## src/hdl/blc_pkg.sv

```systemverilog
package blc_pkg;

    // field widths
    localparam int ACTION_W = 3;
    localparam int LEVEL_W  = 7;
    localparam int REQ_W    = 8;
    localparam int MREQ_W   = 2;
    localparam int HOUR_W   = 5;
    localparam int TIME_W   = 32;
    localparam int DUTY_W   = 10;
    localparam int CFG_IDX_W  = 3;
    localparam int CFG_DATA_W = 32;

    // event codes
    localparam logic [ACTION_W-1:0] ACT_SET          = 3'd0;
    localparam logic [ACTION_W-1:0] ACT_INC          = 3'd1;
    localparam logic [ACTION_W-1:0] ACT_DEC          = 3'd2;
    localparam logic [ACTION_W-1:0] ACT_TOGGLE_LIGHT = 3'd3;
    localparam logic [ACTION_W-1:0] ACT_SET_MODE     = 3'd4;
    localparam logic [ACTION_W-1:0] ACT_TOGGLE_MODE  = 3'd5;
    localparam logic [ACTION_W-1:0] ACT_TICK         = 3'd6;

    // register indexes
    localparam logic [CFG_IDX_W-1:0] CFG_MIN_LEVEL          = 3'd0;
    localparam logic [CFG_IDX_W-1:0] CFG_MAX_LEVEL          = 3'd1;
    localparam logic [CFG_IDX_W-1:0] CFG_NIGHT_LEVEL        = 3'd2;
    localparam logic [CFG_IDX_W-1:0] CFG_MORNING_LEVEL      = 3'd3;
    localparam logic [CFG_IDX_W-1:0] CFG_DAY_LEVEL          = 3'd4;
    localparam logic [CFG_IDX_W-1:0] CFG_EVENING_LEVEL      = 3'd5;
    localparam logic [CFG_IDX_W-1:0] CFG_LATE_EVENING_LEVEL = 3'd6;
    localparam logic [CFG_IDX_W-1:0] CFG_AUTO_PERIOD        = 3'd7;

    // modes
    localparam logic                MODE_MANUAL   = 1'b0;
    localparam logic                MODE_AUTO     = 1'b1;
    localparam logic [MREQ_W-1:0]   MODE_REQ_AUTO = 2'd1;

    // levels
    localparam logic [LEVEL_W-1:0] DEFAULT_LEVEL   = 7'd50;
    localparam logic [LEVEL_W-1:0] LEVEL_CEIL      = 7'd100;
    localparam logic [LEVEL_W-1:0] ONOFF_THRESHOLD = 7'd50;
    localparam logic [LEVEL_W-1:0] STEP_20  = 7'd20;
    localparam logic [LEVEL_W-1:0] STEP_40  = 7'd40;
    localparam logic [LEVEL_W-1:0] STEP_60  = 7'd60;
    localparam logic [LEVEL_W-1:0] STEP_80  = 7'd80;
    localparam logic [LEVEL_W-1:0] STEP_100 = 7'd100;

    // hour boundaries of the auto schedule
    localparam logic [HOUR_W-1:0] HOUR_MORNING      = 5'd6;
    localparam logic [HOUR_W-1:0] HOUR_DAY          = 5'd8;
    localparam logic [HOUR_W-1:0] HOUR_EVENING      = 5'd18;
    localparam logic [HOUR_W-1:0] HOUR_LATE_EVENING = 5'd20;
    localparam logic [HOUR_W-1:0] HOUR_NIGHT        = 5'd22;

    // register reset values
    localparam logic [LEVEL_W-1:0] RST_MIN_LEVEL          = 7'd0;
    localparam logic [LEVEL_W-1:0] RST_MAX_LEVEL          = 7'd100;
    localparam logic [LEVEL_W-1:0] RST_NIGHT_LEVEL        = 7'd10;
    localparam logic [LEVEL_W-1:0] RST_MORNING_LEVEL      = 7'd50;
    localparam logic [LEVEL_W-1:0] RST_DAY_LEVEL          = 7'd100;
    localparam logic [LEVEL_W-1:0] RST_EVENING_LEVEL      = 7'd70;
    localparam logic [LEVEL_W-1:0] RST_LATE_EVENING_LEVEL = 7'd30;
    localparam logic [TIME_W-1:0]  RST_AUTO_PERIOD        = 32'd300000;

    // duty = level * 1023 / 100, as one multiply by 1023 * ceil(2^24 / 100)
    localparam int                DUTY_SHIFT = 24;
    localparam int                DUTY_PROD_W = 35;
    localparam logic [27:0]       DUTY_MUL   = 28'd171631779;

    typedef struct packed {
        logic [ACTION_W-1:0] action;
        logic [REQ_W-1:0]    level_request;
        logic [MREQ_W-1:0]   mode_request;
        logic [HOUR_W-1:0]   hour_of_day;
        logic                time_valid;
        logic [TIME_W-1:0]   now_ms;
    } t_in_item;

    typedef struct packed {
        logic [LEVEL_W-1:0] level_percent;
        logic [DUTY_W-1:0]  pwm_duty;
        logic               onoff_level;
        logic               mode_now;
        logic               light_on;
        logic               level_written;
    } t_out_item;

    typedef struct packed {
        logic [LEVEL_W-1:0] min_level;
        logic [LEVEL_W-1:0] max_level;
        logic [LEVEL_W-1:0] night_level;
        logic [LEVEL_W-1:0] morning_level;
        logic [LEVEL_W-1:0] day_level;
        logic [LEVEL_W-1:0] evening_level;
        logic [LEVEL_W-1:0] late_evening_level;
        logic [TIME_W-1:0]  auto_period_ms;
    } t_cfg;

    // pwm duty for a level of at most 100
    function automatic logic [DUTY_W-1:0] duty_of(input logic [LEVEL_W-1:0] lvl);
        logic [DUTY_PROD_W-1:0] prod;
        prod = DUTY_PROD_W'(lvl) * DUTY_PROD_W'(DUTY_MUL);
        return prod[DUTY_SHIFT +: DUTY_W];
    endfunction

endpackage

```

## src/hdl/blc_in_if.sv

```systemverilog
interface blc_in_if;
    import blc_pkg::*;

    logic     valid;
    logic     ready;
    t_in_item data;

    modport source (output valid, output data, input ready);
    modport sink   (input valid, input data, output ready);
endinterface

```

## src/hdl/blc_out_if.sv

```systemverilog
interface blc_out_if;
    import blc_pkg::*;

    logic      valid;
    logic      ready;
    t_out_item data;

    modport source (output valid, output data, input ready);
    modport sink   (input valid, input data, output ready);
endinterface

```

## src/hdl/blc_cfg.sv

```systemverilog
module blc_cfg (
    input  logic                             i_clk,
    input  logic                             i_rst_n,
    input  logic                             i_cfg_we,
    input  logic [blc_pkg::CFG_IDX_W-1:0]    i_cfg_idx,
    input  logic [blc_pkg::CFG_DATA_W-1:0]   i_cfg_data,
    output blc_pkg::t_cfg                    o_cfg
);
    import blc_pkg::*;

    t_cfg r_cfg;
    t_cfg n_cfg;

    // register write decode
    always_comb begin
        n_cfg = r_cfg;
        if (i_cfg_we) begin
            unique case (i_cfg_idx)
                CFG_MIN_LEVEL:          n_cfg.min_level          = i_cfg_data[LEVEL_W-1:0];
                CFG_MAX_LEVEL:          n_cfg.max_level          = i_cfg_data[LEVEL_W-1:0];
                CFG_NIGHT_LEVEL:        n_cfg.night_level        = i_cfg_data[LEVEL_W-1:0];
                CFG_MORNING_LEVEL:      n_cfg.morning_level      = i_cfg_data[LEVEL_W-1:0];
                CFG_DAY_LEVEL:          n_cfg.day_level          = i_cfg_data[LEVEL_W-1:0];
                CFG_EVENING_LEVEL:      n_cfg.evening_level      = i_cfg_data[LEVEL_W-1:0];
                CFG_LATE_EVENING_LEVEL: n_cfg.late_evening_level = i_cfg_data[LEVEL_W-1:0];
                CFG_AUTO_PERIOD:        n_cfg.auto_period_ms     = i_cfg_data[TIME_W-1:0];
                default: ;
            endcase
        end
    end

    always_ff @(posedge i_clk) begin
        if (!i_rst_n) begin
            r_cfg.min_level          <= RST_MIN_LEVEL;
            r_cfg.max_level          <= RST_MAX_LEVEL;
            r_cfg.night_level        <= RST_NIGHT_LEVEL;
            r_cfg.morning_level      <= RST_MORNING_LEVEL;
            r_cfg.day_level          <= RST_DAY_LEVEL;
            r_cfg.evening_level      <= RST_EVENING_LEVEL;
            r_cfg.late_evening_level <= RST_LATE_EVENING_LEVEL;
            r_cfg.auto_period_ms     <= RST_AUTO_PERIOD;
        end else begin
            r_cfg <= n_cfg;
        end
    end

    assign o_cfg = r_cfg;

endmodule

```

## src/hdl/blc_step.sv

```systemverilog
module blc_step (
    input  logic              i_clk,
    input  logic              i_rst_n,
    input  logic              i_fire,
    input  blc_pkg::t_in_item i_item,
    input  blc_pkg::t_cfg     i_cfg,
    output blc_pkg::t_out_item o_result
);
    import blc_pkg::*;

    logic [LEVEL_W-1:0] r_level,  n_level;
    logic               r_mode,   n_mode;
    logic [LEVEL_W-1:0] r_manual_level, n_manual_level;
    logic [TIME_W-1:0]  r_last_update_ms, n_last_update_ms;
    logic               r_on_flag, n_on_flag;

    logic [LEVEL_W-1:0] hour_level;
    logic [LEVEL_W-1:0] step_up;
    logic [LEVEL_W-1:0] step_down;
    logic               eval_write;
    logic [REQ_W-1:0]   eval_val;
    logic [TIME_W-1:0]  elapsed;
    logic               do_write;
    logic               keep_manual;
    logic [REQ_W-1:0]   write_val;
    logic [REQ_W-1:0]   clamped;

    // scheduled level for the hour, out-of-range hours count as night
    always_comb begin
        if (i_item.hour_of_day >= HOUR_NIGHT || i_item.hour_of_day < HOUR_MORNING) begin
            hour_level = i_cfg.night_level;
        end else if (i_item.hour_of_day < HOUR_DAY) begin
            hour_level = i_cfg.morning_level;
        end else if (i_item.hour_of_day < HOUR_EVENING) begin
            hour_level = i_cfg.day_level;
        end else if (i_item.hour_of_day < HOUR_LATE_EVENING) begin
            hour_level = i_cfg.evening_level;
        end else begin
            hour_level = i_cfg.late_evening_level;
        end
    end

    // ladder steps
    always_comb begin
        if (r_level < STEP_20) begin
            step_up = STEP_20;
        end else if (r_level < STEP_40) begin
            step_up = STEP_40;
        end else if (r_level < STEP_60) begin
            step_up = STEP_60;
        end else if (r_level < STEP_80) begin
            step_up = STEP_80;
        end else begin
            step_up = STEP_100;
        end

        if (r_level > STEP_80) begin
            step_down = STEP_80;
        end else if (r_level > STEP_60) begin
            step_down = STEP_60;
        end else if (r_level > STEP_40) begin
            step_down = STEP_40;
        end else if (r_level > STEP_20) begin
            step_down = STEP_20;
        end else begin
            step_down = '0;
        end
    end

    // time evaluation: manual level without valid time, else hour level when it differs
    assign eval_write = !i_item.time_valid || (hour_level != r_level);
    assign eval_val   = i_item.time_valid ? REQ_W'(hour_level) : REQ_W'(r_manual_level);
    assign elapsed    = i_item.now_ms - r_last_update_ms;

    // event decode
    always_comb begin
        n_mode           = r_mode;
        n_on_flag        = r_on_flag;
        n_last_update_ms = r_last_update_ms;
        do_write         = 1'b0;
        keep_manual      = 1'b0;
        write_val        = REQ_W'(r_manual_level);
        unique case (i_item.action) inside
            ACT_SET: begin
                do_write  = 1'b1;
                write_val = i_item.level_request;
            end
            ACT_INC: begin
                do_write  = (r_mode == MODE_MANUAL);
                write_val = REQ_W'(step_up);
            end
            ACT_DEC: begin
                do_write  = (r_mode == MODE_MANUAL);
                write_val = REQ_W'(step_down);
            end
            ACT_TOGGLE_LIGHT: begin
                n_on_flag = !r_on_flag;
                if (r_on_flag) begin
                    do_write    = 1'b1;
                    write_val   = '0;
                    keep_manual = 1'b1;
                end else if (r_mode == MODE_AUTO) begin
                    do_write  = eval_write;
                    write_val = eval_val;
                end else begin
                    do_write  = 1'b1;
                end
            end
            ACT_SET_MODE, ACT_TOGGLE_MODE: begin
                if (i_item.action == ACT_SET_MODE) begin
                    n_mode = (i_item.mode_request == MODE_REQ_AUTO);
                end else begin
                    n_mode = !r_mode;
                end
                n_last_update_ms = i_item.now_ms;
                if (n_mode == MODE_AUTO) begin
                    do_write  = eval_write;
                    write_val = eval_val;
                end else begin
                    do_write  = 1'b1;
                end
            end
            ACT_TICK: begin
                if (elapsed > i_cfg.auto_period_ms) begin
                    n_last_update_ms = i_item.now_ms;
                    if (r_mode == MODE_AUTO) begin
                        do_write  = eval_write;
                        write_val = eval_val;
                    end
                end
            end
            default: ;
        endcase
    end

    // clamp to min, then max, then 100
    always_comb begin
        clamped = write_val;
        if (clamped < REQ_W'(i_cfg.min_level)) begin
            clamped = REQ_W'(i_cfg.min_level);
        end
        if (clamped > REQ_W'(i_cfg.max_level)) begin
            clamped = REQ_W'(i_cfg.max_level);
        end
        if (clamped > REQ_W'(LEVEL_CEIL)) begin
            clamped = REQ_W'(LEVEL_CEIL);
        end
    end

    // next level and remembered manual level
    assign n_level        = do_write ? clamped[LEVEL_W-1:0] : r_level;
    assign n_manual_level = (do_write && n_mode == MODE_MANUAL && !keep_manual)
                          ? clamped[LEVEL_W-1:0] : r_manual_level;

    always_ff @(posedge i_clk) begin
        if (!i_rst_n) begin
            r_level          <= DEFAULT_LEVEL;
            r_mode           <= MODE_MANUAL;
            r_manual_level   <= DEFAULT_LEVEL;
            r_last_update_ms <= '0;
            r_on_flag        <= 1'b1;
        end else if (i_fire) begin
            r_level          <= n_level;
            r_mode           <= n_mode;
            r_manual_level   <= n_manual_level;
            r_last_update_ms <= n_last_update_ms;
            r_on_flag        <= n_on_flag;
        end
    end

    // result fields
    always_comb begin
        o_result.level_percent = n_level;
        o_result.pwm_duty      = duty_of(n_level);
        o_result.onoff_level   = (n_level > ONOFF_THRESHOLD);
        o_result.mode_now      = n_mode;
        o_result.light_on      = n_on_flag;
        o_result.level_written = do_write;
    end

endmodule

```

## src/hdl/backlight_level_controller.sv

```systemverilog
// Backlight level controller
//
// i_in carries one event request per transfer (valid/ready): set level, step up
// or down, toggle the light, set or toggle the mode, or a time tick. o_out
// returns exactly one result request per event: level, pwm duty, on-off drive,
// mode, light flag and whether a level was written.
// Registers are written through i_cfg_we/i_cfg_idx/i_cfg_data, one per cycle;
// the user must write only while no event is in flight, unchecked by the block.
//
// An event taken into the input register is decided by the step logic and its
// result is captured in the result register, from which o_out offers it.
// Throughput: one event per cycle while o_out is not stalled, set by the single
// decision stage between the input register and the result register.
// Reset (synchronous, active low) clears both register stages, restores the
// register defaults, level and manual level 50, manual mode and light on.
// When o_out is stalled the result holds, one more event is still taken into
// the input register, and then i_in.ready drops until the result is taken.
module backlight_level_controller (
    input  logic                           i_clk,
    input  logic                           i_rst_n,
    blc_in_if.sink                         i_in,
    blc_out_if.source                      o_out,
    input  logic                           i_cfg_we,
    input  logic [blc_pkg::CFG_IDX_W-1:0]  i_cfg_idx,
    input  logic [blc_pkg::CFG_DATA_W-1:0] i_cfg_data
);
    import blc_pkg::*;

    t_cfg      cfg;
    t_out_item result;

    logic      r_in_valid;
    t_in_item  r_in_item;
    logic      r_out_valid;
    t_out_item r_out_item;

    logic      advance;
    logic      fire;
    logic      in_ready;

    // handshake control
    assign advance  = !r_out_valid || o_out.ready;
    assign fire     = r_in_valid && advance;
    assign in_ready = !r_in_valid || advance;

    assign i_in.ready  = in_ready;
    assign o_out.valid = r_out_valid;
    assign o_out.data  = r_out_item;

    blc_cfg u_cfg (
        .i_clk      (i_clk),
        .i_rst_n    (i_rst_n),
        .i_cfg_we   (i_cfg_we),
        .i_cfg_idx  (i_cfg_idx),
        .i_cfg_data (i_cfg_data),
        .o_cfg      (cfg)
    );

    blc_step u_step (
        .i_clk    (i_clk),
        .i_rst_n  (i_rst_n),
        .i_fire   (fire),
        .i_item   (r_in_item),
        .i_cfg    (cfg),
        .o_result (result)
    );

    // input register
    always_ff @(posedge i_clk) begin
        if (!i_rst_n) begin
            r_in_valid <= 1'b0;
        end else if (i_in.valid && in_ready) begin
            r_in_valid <= 1'b1;
        end else if (advance) begin
            r_in_valid <= 1'b0;
        end
    end

    always_ff @(posedge i_clk) begin
        if (i_in.valid && in_ready) begin
            r_in_item <= i_in.data;
        end
    end

    // result register
    always_ff @(posedge i_clk) begin
        if (!i_rst_n) begin
            r_out_valid <= 1'b0;
        end else if (fire) begin
            r_out_valid <= 1'b1;
        end else if (o_out.ready) begin
            r_out_valid <= 1'b0;
        end
    end

    always_ff @(posedge i_clk) begin
        if (fire) begin
            r_out_item <= result;
        end
    end

endmodule

```

## src/flat_wrapper.sv

```systemverilog
// flat-port wrapper written by rule: the top's interface ports become plain ports
module backlight_level_controller_flat import blc_pkg::*;
  (i_clk, i_rst_n, i_cfg_we, i_cfg_idx, i_cfg_data, i_in_valid, i_in_data, i_in_ready, o_out_valid, o_out_data, o_out_ready);
  blc_in_if i_in_i ();
  blc_out_if o_out_i ();
  input  logic i_clk;
  input  logic i_rst_n;
  input  logic i_cfg_we;
  input  logic [blc_pkg::CFG_IDX_W-1:0] i_cfg_idx;
  input  logic [blc_pkg::CFG_DATA_W-1:0] i_cfg_data;
  input wire logic [$bits(i_in_i.valid)-1:0] i_in_valid;
  input wire logic [$bits(i_in_i.data)-1:0] i_in_data;
  output wire logic [$bits(i_in_i.ready)-1:0] i_in_ready;
  output wire logic [$bits(o_out_i.valid)-1:0] o_out_valid;
  output wire logic [$bits(o_out_i.data)-1:0] o_out_data;
  input wire logic [$bits(o_out_i.ready)-1:0] o_out_ready;
  assign i_in_i.valid = i_in_valid;
  assign i_in_i.data = i_in_data;
  assign i_in_ready = i_in_i.ready;
  assign o_out_valid = o_out_i.valid;
  assign o_out_data = o_out_i.data;
  assign o_out_i.ready = o_out_ready;
  backlight_level_controller u_core (.i_clk(i_clk), .i_rst_n(i_rst_n), .i_in(i_in_i), .o_out(o_out_i), .i_cfg_we(i_cfg_we), .i_cfg_idx(i_cfg_idx), .i_cfg_data(i_cfg_data));
endmodule
```

## config.mk

```make
export PLATFORM = sky130hd
export DESIGN_NAME = backlight_level_controller_flat
export DESIGN_NICKNAME = d
export VERILOG_FILES = /design/src/hdl/blc_pkg.sv /design/src/hdl/blc_in_if.sv /design/src/hdl/blc_out_if.sv /design/src/hdl/blc_cfg.sv /design/src/hdl/blc_step.sv /design/src/hdl/backlight_level_controller.sv /design/src/flat_wrapper.sv
export SDC_FILE = /design/constraint.sdc
export NUM_CORES = 1
export LEC_CHECK = 0
export BUFFER_PORTS_ARGS = -buffer_cell sky130_fd_sc_hd__buf_2
export CORE_MARGIN = 8
export CORE_UTILIZATION = 61
export DETAILED_ROUTE_END_ITERATION = 10
export GPL_TIMING_DRIVEN = 0
export PLACE_DENSITY = 0.85
export SLEW_MARGIN = 20
export SYNTH_ARGS = -nofsm -noshare
export SYNTH_HDL_FRONTEND = slang
export SYNTH_SLANG_ARGS = --single-unit
```

## constraint.sdc

```tcl
create_clock -name i_clk -period 18.5 [get_ports i_clk]
set_input_delay 3.7 -clock i_clk [delete_from_list [all_inputs] [get_ports i_clk]]
set_output_delay 3.7 -clock i_clk [all_outputs]
set_load 0.03 [all_outputs]
```

==> results of run 1 <==
area by class of cell:
| type | count | area share, % |
|---|---|---|
| multi-input cells | 1153 | 52.6 |
| flip-flops and latches | 202 | 31.0 |
| clock buffers | 35 | 4.38 |
| inverters | 174 | 4.25 |
| repair buffers | 102 | 3.32 |
| well taps | 285 | 2.32 |
| plain buffers | 60 | 1.70 |
| clock inverters | 7 | 0.440 |
| diodes | 2 | 0.0326 |
flip-flops by register name, indices dropped and copies added (netlist names), 7 cells and up:
| register | count |
|---|---|
| u_core.u_cfg.o_cfg | 81 |
| u_core.r_in_item | 50 |
| u_core.u_step.r_last_update_ms | 32 |
| u_core.o_out.data | 21 |
| u_core.u_step.r_level | 7 |
| u_core.u_step.r_manual_level | 7 |
cell usage after synthesis (6+ instances only):
cell                        number
sky130_fd_sc_hd__clkbuf_1       42
sky130_fd_sc_hd__xor2_1         14
sky130_fd_sc_hd__nor2_1         71
sky130_fd_sc_hd__a221o_1         7
sky130_fd_sc_hd__clkbuf_2        7
sky130_fd_sc_hd__nor3_1         21
sky130_fd_sc_hd__nor2b_1        14
sky130_fd_sc_hd__a31oi_1        12
sky130_fd_sc_hd__and2_1          7
sky130_fd_sc_hd__a211oi_1       10
sky130_fd_sc_hd__nand3_1        42
sky130_fd_sc_hd__nand2_1       297
sky130_fd_sc_hd__a21o_1         24
sky130_fd_sc_hd__nand4_1        12
sky130_fd_sc_hd__mux2_2          7
sky130_fd_sc_hd__xnor2_1        32
sky130_fd_sc_hd__and3_1          9
sky130_fd_sc_hd__fa_1           30
sky130_fd_sc_hd__o21ai_0        54
sky130_fd_sc_hd__a2bb2oi_1       6
sky130_fd_sc_hd__a21oi_1       162
sky130_fd_sc_hd__o211ai_1       19
sky130_fd_sc_hd__ha_1          164
sky130_fd_sc_hd__o22ai_1         6
sky130_fd_sc_hd__mux2i_1        13
sky130_fd_sc_hd__edfxtp_1       71
sky130_fd_sc_hd__inv_1         169
sky130_fd_sc_hd__dfxtp_1       131
sky130_fd_sc_hd__nand2b_1       17
sky130_fd_sc_hd__a21boi_0        6
metrics by stage:
| stage | util, % | power, W | std cells | hold slack (ps) |
|---|---|---|---|---|
| final | 68.7 | 0.00175 | 2020 | 455 |
| after global placement | 65.3 | 0.00124 | 1976 | 441 |
| after CTS | 68.6 | 0.00175 | 2018 | 455 |
| after global routing | 68.7 | 0.00188 | 2020 | 469 |
| after detailed placement | 65.3 | 0.00128 | 1976 | 447 |
| after floorplan | - | 0.00109 | 1589 | 433 |
where the power goes:
group | internal (W) | total [W] | switching (W)
combinational | 0.000314 | 0.000789 | 0.000474
sequential | 0.000502 | 0.000514 | 0.0000119
clock | 0.000265 | 0.000446 | 0.000181
total | 0.00108 | 0.00175 | 0.000667
kinds of logic after synthesis:
family,count (synthesis),synth area share (%)
AND/OR/NAND/NOR,527,17.6
AO/OA/AOI/OAI,363,17.0
buffers and inverters,234,6.66
flip-flops,202,34.6
adder cells (fa/ha/maj),195,19.4
XOR/XNOR,48,3.25
multiplexers,20,1.52
placed cells by master, fill, tap and decap left out, types with 17 or more instances in the layout:
cell type,n
sky130_fd_sc_hd__inv_1,169
sky130_fd_sc_hd__xnor2_1,32
sky130_fd_sc_hd__ha_1,164
sky130_fd_sc_hd__edfxtp_1,71
sky130_fd_sc_hd__a21o_1,24
sky130_fd_sc_hd__clkbuf_1,50
sky130_fd_sc_hd__o21ai_0,54
sky130_fd_sc_hd__o211ai_1,19
sky130_fd_sc_hd__fa_1,30
sky130_fd_sc_hd__a21oi_1,162
sky130_fd_sc_hd__nand3_1,42
sky130_fd_sc_hd__dfxtp_1,131
sky130_fd_sc_hd__nand2b_1,17
sky130_fd_sc_hd__buf_2,106
sky130_fd_sc_hd__clkbuf_16,24
sky130_fd_sc_hd__nor2_1,71
sky130_fd_sc_hd__nand2_1,297
sky130_fd_sc_hd__nor3_1,21
metal layers:
| metal | vias to the layer above | global-route usage, % | wire, µm |
|---|---|---|---|
| met4 | 0 | 11.2 | 1470 |
| met3 | 111 | 4.14 | 2550 |
| met5 | - | 0 | 0 |
| met1 | 5585 | 31.4 | 14700 |
| li1 | 5746 | - | - |
| met2 | 458 | 42.7 | 16900 |
tightest hold or removal path, cell delays in order, from the launching register on:
cell and delay, ps:
sky130_fd_sc_hd__dfxtp_1 300, sky130_fd_sc_hd__nand2_1 50, sky130_fd_sc_hd__a21oi_1 50
worst max path at each step:
stage / from / end / slack (ps) / cells after the start
floorplan: u_core.r_in_item[0] / u_core.o_out.data[13] / 4440 / 66
global placement: u_core.r_in_item[0] / u_core.o_out.data[13] / 2170 / 66
detailed placement: u_core.r_in_item[0] / u_core.o_out.data[13] / 1860 / 66
CTS: u_core.r_in_item[0] / u_core.o_out.data[13] / 1810 / 66
global route: u_core.r_in_item[0] / u_core.o_out.data[13] / 160 / 68
finish: u_core.r_in_item[0] / u_core.o_out.data[13] / 1620 / 66
==> metrics.txt, run 1 <==
run status=finished, final reports clean; via density per instance=5.89; hold-critical path depth=2; via count of the routed design=11900; RR Startpoint=u_core.r_in_item[0]; worst path buffer plus inverter count=9; area of all placed cells without fillers=15400 µm²; type of destination of the critical path=flop; Layout fillers=1720; total iterations of the first detailed-routing run=5; area occupied by multi-input gates=8080 µm²; Post-Route WL=35600 µm; area used by sequential logic in the layout=4750 µm²; count of flip-flops with a built-in enable after synthesis=71; Die X=166 µm; total grt overflow=0; via count of the first global-routing pass=11800; cell types with the largest area share after synthesis=sky130_fd_sc_hd__dfxtp_1 (19%), sky130_fd_sc_hd__edfxtp_1 (16%), sky130_fd_sc_hd__ha_1 (15%), sky130_fd_sc_hd__nand2_1 (8.1%), sky130_fd_sc_hd__a21oi_1 (5.9%); number of nets in the final layout=2001; Yosys Warn Count=0; cell leakage power=6.65 nW; global placement routability congestion=0.914; buffers from clock root to sink, at most=3; Hold/Removal Path Class=flop to flop; power density over cell area=114 nW/µm²; count of nets left with antenna violations after detail routing=0; CTS resizes=0; beginning of the worst hold path=u_core.u_cfg.o_cfg[24]; total of flip-flops plus latches after synthesis=202; CP peak stage delay=550 ps; GRT Resource Usage Total=25.3%; worst hold path endpoint=u_core.u_cfg.o_cfg[24]; Sinks on Clock Net=202; gate count of the mapped netlist=1589; most used flip-flop cell after synthesis=sky130_fd_sc_hd__dfxtp_1; pin count of the biggest net entering global routing=51; total placed instance area=14600 µm²; # Max-Cap Violations=0; minimum setup slack in the final design=1620 ps; worst slack at placement=1860 ps; cell depth of the worst flop-to-flop path=66; number of antenna violations at the first check in global routing=2; H-tree Lvls=1; Port Buf Inserts=102; number of I/O pins=114; RSZ-0062 raised after global routing=false; count of standard-cell rows=55; share of async-settable or async-resettable flops after synthesis=0%; Req. time, crit path=18760 ps; share of final-layout standard cells stronger than drive strength 1=11.4%; slew at the pin with the worst max-slew slack=1020 ps; effective utilization at floorplan=61.4%; reg2reg setup slack=1620 ps; cell repeated most along the worst path=sky130_fd_sc_hd__o21ai_0; DRC=0; number of buffers added by the clock tree synthesis step=23; clock input transition at the sequential cells of the worst setup and hold paths=60 ps; slowest CP cell=sky130_fd_sc_hd__a221oi_1; minimum period implied by the final worst setup slack=16880 ps; fraction of the cycle the final worst path needs=91.2%; relative slew slack=31.9%; overall die area=27600 µm²; worst path arrival time=17140 ps; starting DRC count in detailed routing=913; setup TNS=0 ps; Final HPWL DP=27000 µm; Netlist cell types=95; number of hold violations in the final report=0; area growth from synthesis to final layout=11.8%; worst voltage drop across the vdd grid=0.116 mV; category of cells accounting for the largest share of critical-path delay=compound AO/OA/AOI/OAI gates; first-pass GRT wire length=58000 µm; count of hold buffers inserted by post-cts repair=0; register area share after synthesis=34.6%; Post-Syn Nets=1874; Synth Area per Inst=8.64 µm²; Post-CTS Setup Bufs=0; top achievable clock speed=59.2 MHz; y dimension of the die=166 µm; start-to-end type of the worst setup path=flop to flop; Startpoint Class=flop; WL per Instance=17.6 µm; clock tree from TritonCTS=yes; cell type contributing the most total cell area after synthesis=sky130_fd_sc_hd__dfxtp_1; total count of max-transition violations in the final report=0; clock tree skew after final layout=10.7 ps; Yosys top cell area share=19.1%; insertion delay of the later-clocked pin in the worst-skew pair=520 ps; core region area=22400 µm²; post-synth design cell area=13700 µm²; maximum fanout count along the critical path=10; Clk Tree Root Cell=sky130_fd_sc_hd__clkbuf_16; setup-violating endpoint count in the final report=0; Reg2Reg Capture Point=u_core.o_out.data[13]
Power figures use the tool's default switching activity.
==> inputs of run 2 (changes only) <==
--- a/config.mk
+++ b/config.mk
@@ -6,11 +6,13 @@
 export NUM_CORES = 1
 export LEC_CHECK = 0
 export BUFFER_PORTS_ARGS = -buffer_cell sky130_fd_sc_hd__buf_2
+export CORE_ASPECT_RATIO = 0.7
 export CORE_MARGIN = 8
-export CORE_UTILIZATION = 61
+export CORE_UTILIZATION = 63
+export CTS_BUF_LIST = sky130_fd_sc_hd__clkbuf_4 sky130_fd_sc_hd__clkbuf_8
 export DETAILED_ROUTE_END_ITERATION = 10
 export GPL_TIMING_DRIVEN = 0
-export PLACE_DENSITY = 0.85
+export PLACE_DENSITY = 0.9
 export SLEW_MARGIN = 20
 export SYNTH_ARGS = -nofsm -noshare
 export SYNTH_HDL_FRONTEND = slang
==> metrics.txt, run 2 (same netlist as run 1, synthesis figures left out) <==
# Max-Cap Violations=0 (unchanged); pin count of the biggest net entering global routing=51 (unchanged); fraction of the cycle the final worst path needs=94.6% (was 91.2%); via count of the routed design=12100 (was 11900); flip-flop count of the largest register after layout=81 (unchanged); run status=finished, final reports clean (unchanged); worst voltage drop across the vdd grid=0.0636 mV (was 0.116 mV); top achievable clock speed=57.2 MHz (was 59.2 MHz); WL per Instance=17.9 µm (was 17.6 µm); core region area=21600 µm² (was 22400 µm²); CTS resizes=0 (unchanged); number of hold violations in the final report=0 (unchanged); maximum fanout count along the critical path=10 (unchanged); first-pass GRT wire length=58800 µm (was 58000 µm); Final HPWL DP=27900 µm (was 27000 µm); type of destination of the critical path=flop (unchanged); cell repeated most along the worst path=sky130_fd_sc_hd__o21ai_0 (unchanged); setup TNS=0 ps (unchanged); Post-CTS Setup Bufs=0 (unchanged); clock tree skew after final layout=34.5 ps (was 10.7 ps); top layer reached by signal wires=met4 (unchanged); relative slew slack=31.8% (was 31.9%); H-tree Lvls=2 (was 1); clock tree from TritonCTS=yes (unchanged); buffers from clock root to sink, at most=3 (unchanged); number of buffers added by the clock tree synthesis step=34 (was 23); total grt overflow=0 (unchanged); overall die area=26900 µm² (was 27600 µm²); total iterations of the first detailed-routing run=6 (was 5); Post-Route M1 WL=15600 µm (was 14700 µm); Hold/Removal Path Class=flop to flop (unchanged); worst hold slack=455 ps (about the same); start-to-end type of the worst setup path=flop to flop (unchanged); Die X=192 µm (was 166 µm); commonest cells after routing, fill and taps aside=sky130_fd_sc_hd__nand2_1 (297), sky130_fd_sc_hd__inv_1 (169), sky130_fd_sc_hd__ha_1 (164) (unchanged); slew at the pin with the worst max-slew slack=997 ps (was 1020 ps); Req. time, crit path=18770 ps (was 18760 ps); total count of max-transition violations in the final report=0 (unchanged); starting DRC count in detailed routing=1171 (was 913); count of hold buffers inserted by post-cts repair=0 (unchanged); Startpoint Class=flop (unchanged); cell leakage power=6.65 nW (about the same); count of nets left with antenna violations after detail routing=0 (unchanged); via density per instance=5.94 (was 5.89); area of all placed cells without fillers=15300 µm² (was 15400 µm²); length of routed met3 wiring=3730 µm (was 2550 µm); antenna diode count=0 (was 2); count of standard-cell rows=45 (was 55); Post-Route Utilization=71.0% (was 68.7%); Port Buf Inserts=102 (unchanged); Post-Route WL=36400 µm (was 35600 µm); Clk Tree Root Cell=sky130_fd_sc_hd__clkbuf_8 (was sky130_fd_sc_hd__clkbuf_16); insertion delay of the later-clocked pin in the worst-skew pair=540 ps (was 520 ps); CP peak stage delay=810 ps (was 550 ps); RSZ-0062 raised after global routing=false (unchanged); number of antenna violations at the first check in global routing=0 (was 2); y dimension of the die=140 µm (was 166 µm); sum of internal, switching and leakage power=0.00171 W (was 0.00175 W); most common cell after layout, fill and taps aside=sky130_fd_sc_hd__nand2_1 (unchanged); clock input transition at the sequential cells of the worst setup and hold paths=60 ps (about the same); number of nets in the final layout=2012 (was 2001); power density over cell area=112 nW/µm² (was 114 nW/µm²); effective utilization at floorplan=63.7% (was 61.4%); DRC=0 (unchanged); number of I/O pins=114 (unchanged); setup-violating endpoint count in the final report=0 (unchanged); global placement routability congestion=0.955 (was 0.914); slowest CP cell=sky130_fd_sc_hd__a21oi_1 (was sky130_fd_sc_hd__a221oi_1); share of final-layout standard cells stronger than drive strength 1=12.7% (was 11.4%); worst path arrival time=17770 ps (was 17140 ps); total placed instance area=14600 µm² (about the same); area growth from synthesis to final layout=11.4% (was 11.8%); Sinks on Clock Net=202 (unchanged); GRT Resource Usage Total=26.8% (was 25.3%); minimum period implied by the final worst setup slack=17490 ps (was 16880 ps); detailed-routed wire length on met2=16000 µm (was 16900 µm); via count of the first global-routing pass=11800 (about the same)
run 2: cell count changes in the layout (fill, tap and decap cells not counted), sizes merged:
cell,change
bufinv,-1
clkbuf,+20
diode,-2
clkinvlp,+1
run 2: stage by stage:
step | setup WS (ps) | instances
finish | 1010 | 2035
global route | 12.2 | 2035
CTS | 1410 | 2035
detailed placement | 1590 | 1973
global placement | 1850 | 1973
floorplan | 4440 | 1589
run 2: worst paths after layout:
kind | start | end | slack, ps | depth (start not counted)
worst min register to register | u_core.u_step.r_last_update_ms[20] | u_core.u_step.r_last_update_ms[20] | 450 | 2
worst max register to register | u_core.r_in_item[0] | u_core.o_out.data[13] | 1010 | 64
worst max-delay path | u_core.r_in_item[0] | u_core.o_out.data[13] | 1010 | 64
worst min-delay path | u_core.u_step.r_last_update_ms[20] | u_core.u_step.r_last_update_ms[20] | 450 | 2
run 2: area by class of cell:
cell class	instances	area, µm²
tap	282	353
timing repair buffer	102	510
clock inverter	7	40.0
buffer	60	262
clock buffer	55	657
sequential	202	4750
multi-input combinational	1153	8080
inverter	174	653
fill	1609	6260
run 2: power by group:
group	switching (W)	total, W	internal [W]
Sequential	0.0000124	0.000514	0.000502
Combinational	0.000468	0.000782	0.000314
Clock	0.000186	0.000412	0.000226
Total	0.000666	0.00171	0.00104
run 2: routing by layer:
layer | vias to the layer above | global-route usage (%)
met5 | - | 0
met1 | 5615 | 36.8
met2 | 592 | 41.2
met4 | 0 | 9.34
met3 | 101 | 5.39
li1 | 5770 | -
run 2: critical path: cells and delay by family (launching register included):
family / cells / cell delay, ps
XOR/XNOR: 2 / 260
AO/OA/AOI/OAI: 33 / 9260
adder cells (fa/ha/maj): 10 / 3890
AND/OR/NAND/NOR: 10 / 1650
flip-flops: 1 / 410
buffers and inverters: 9 / 1740
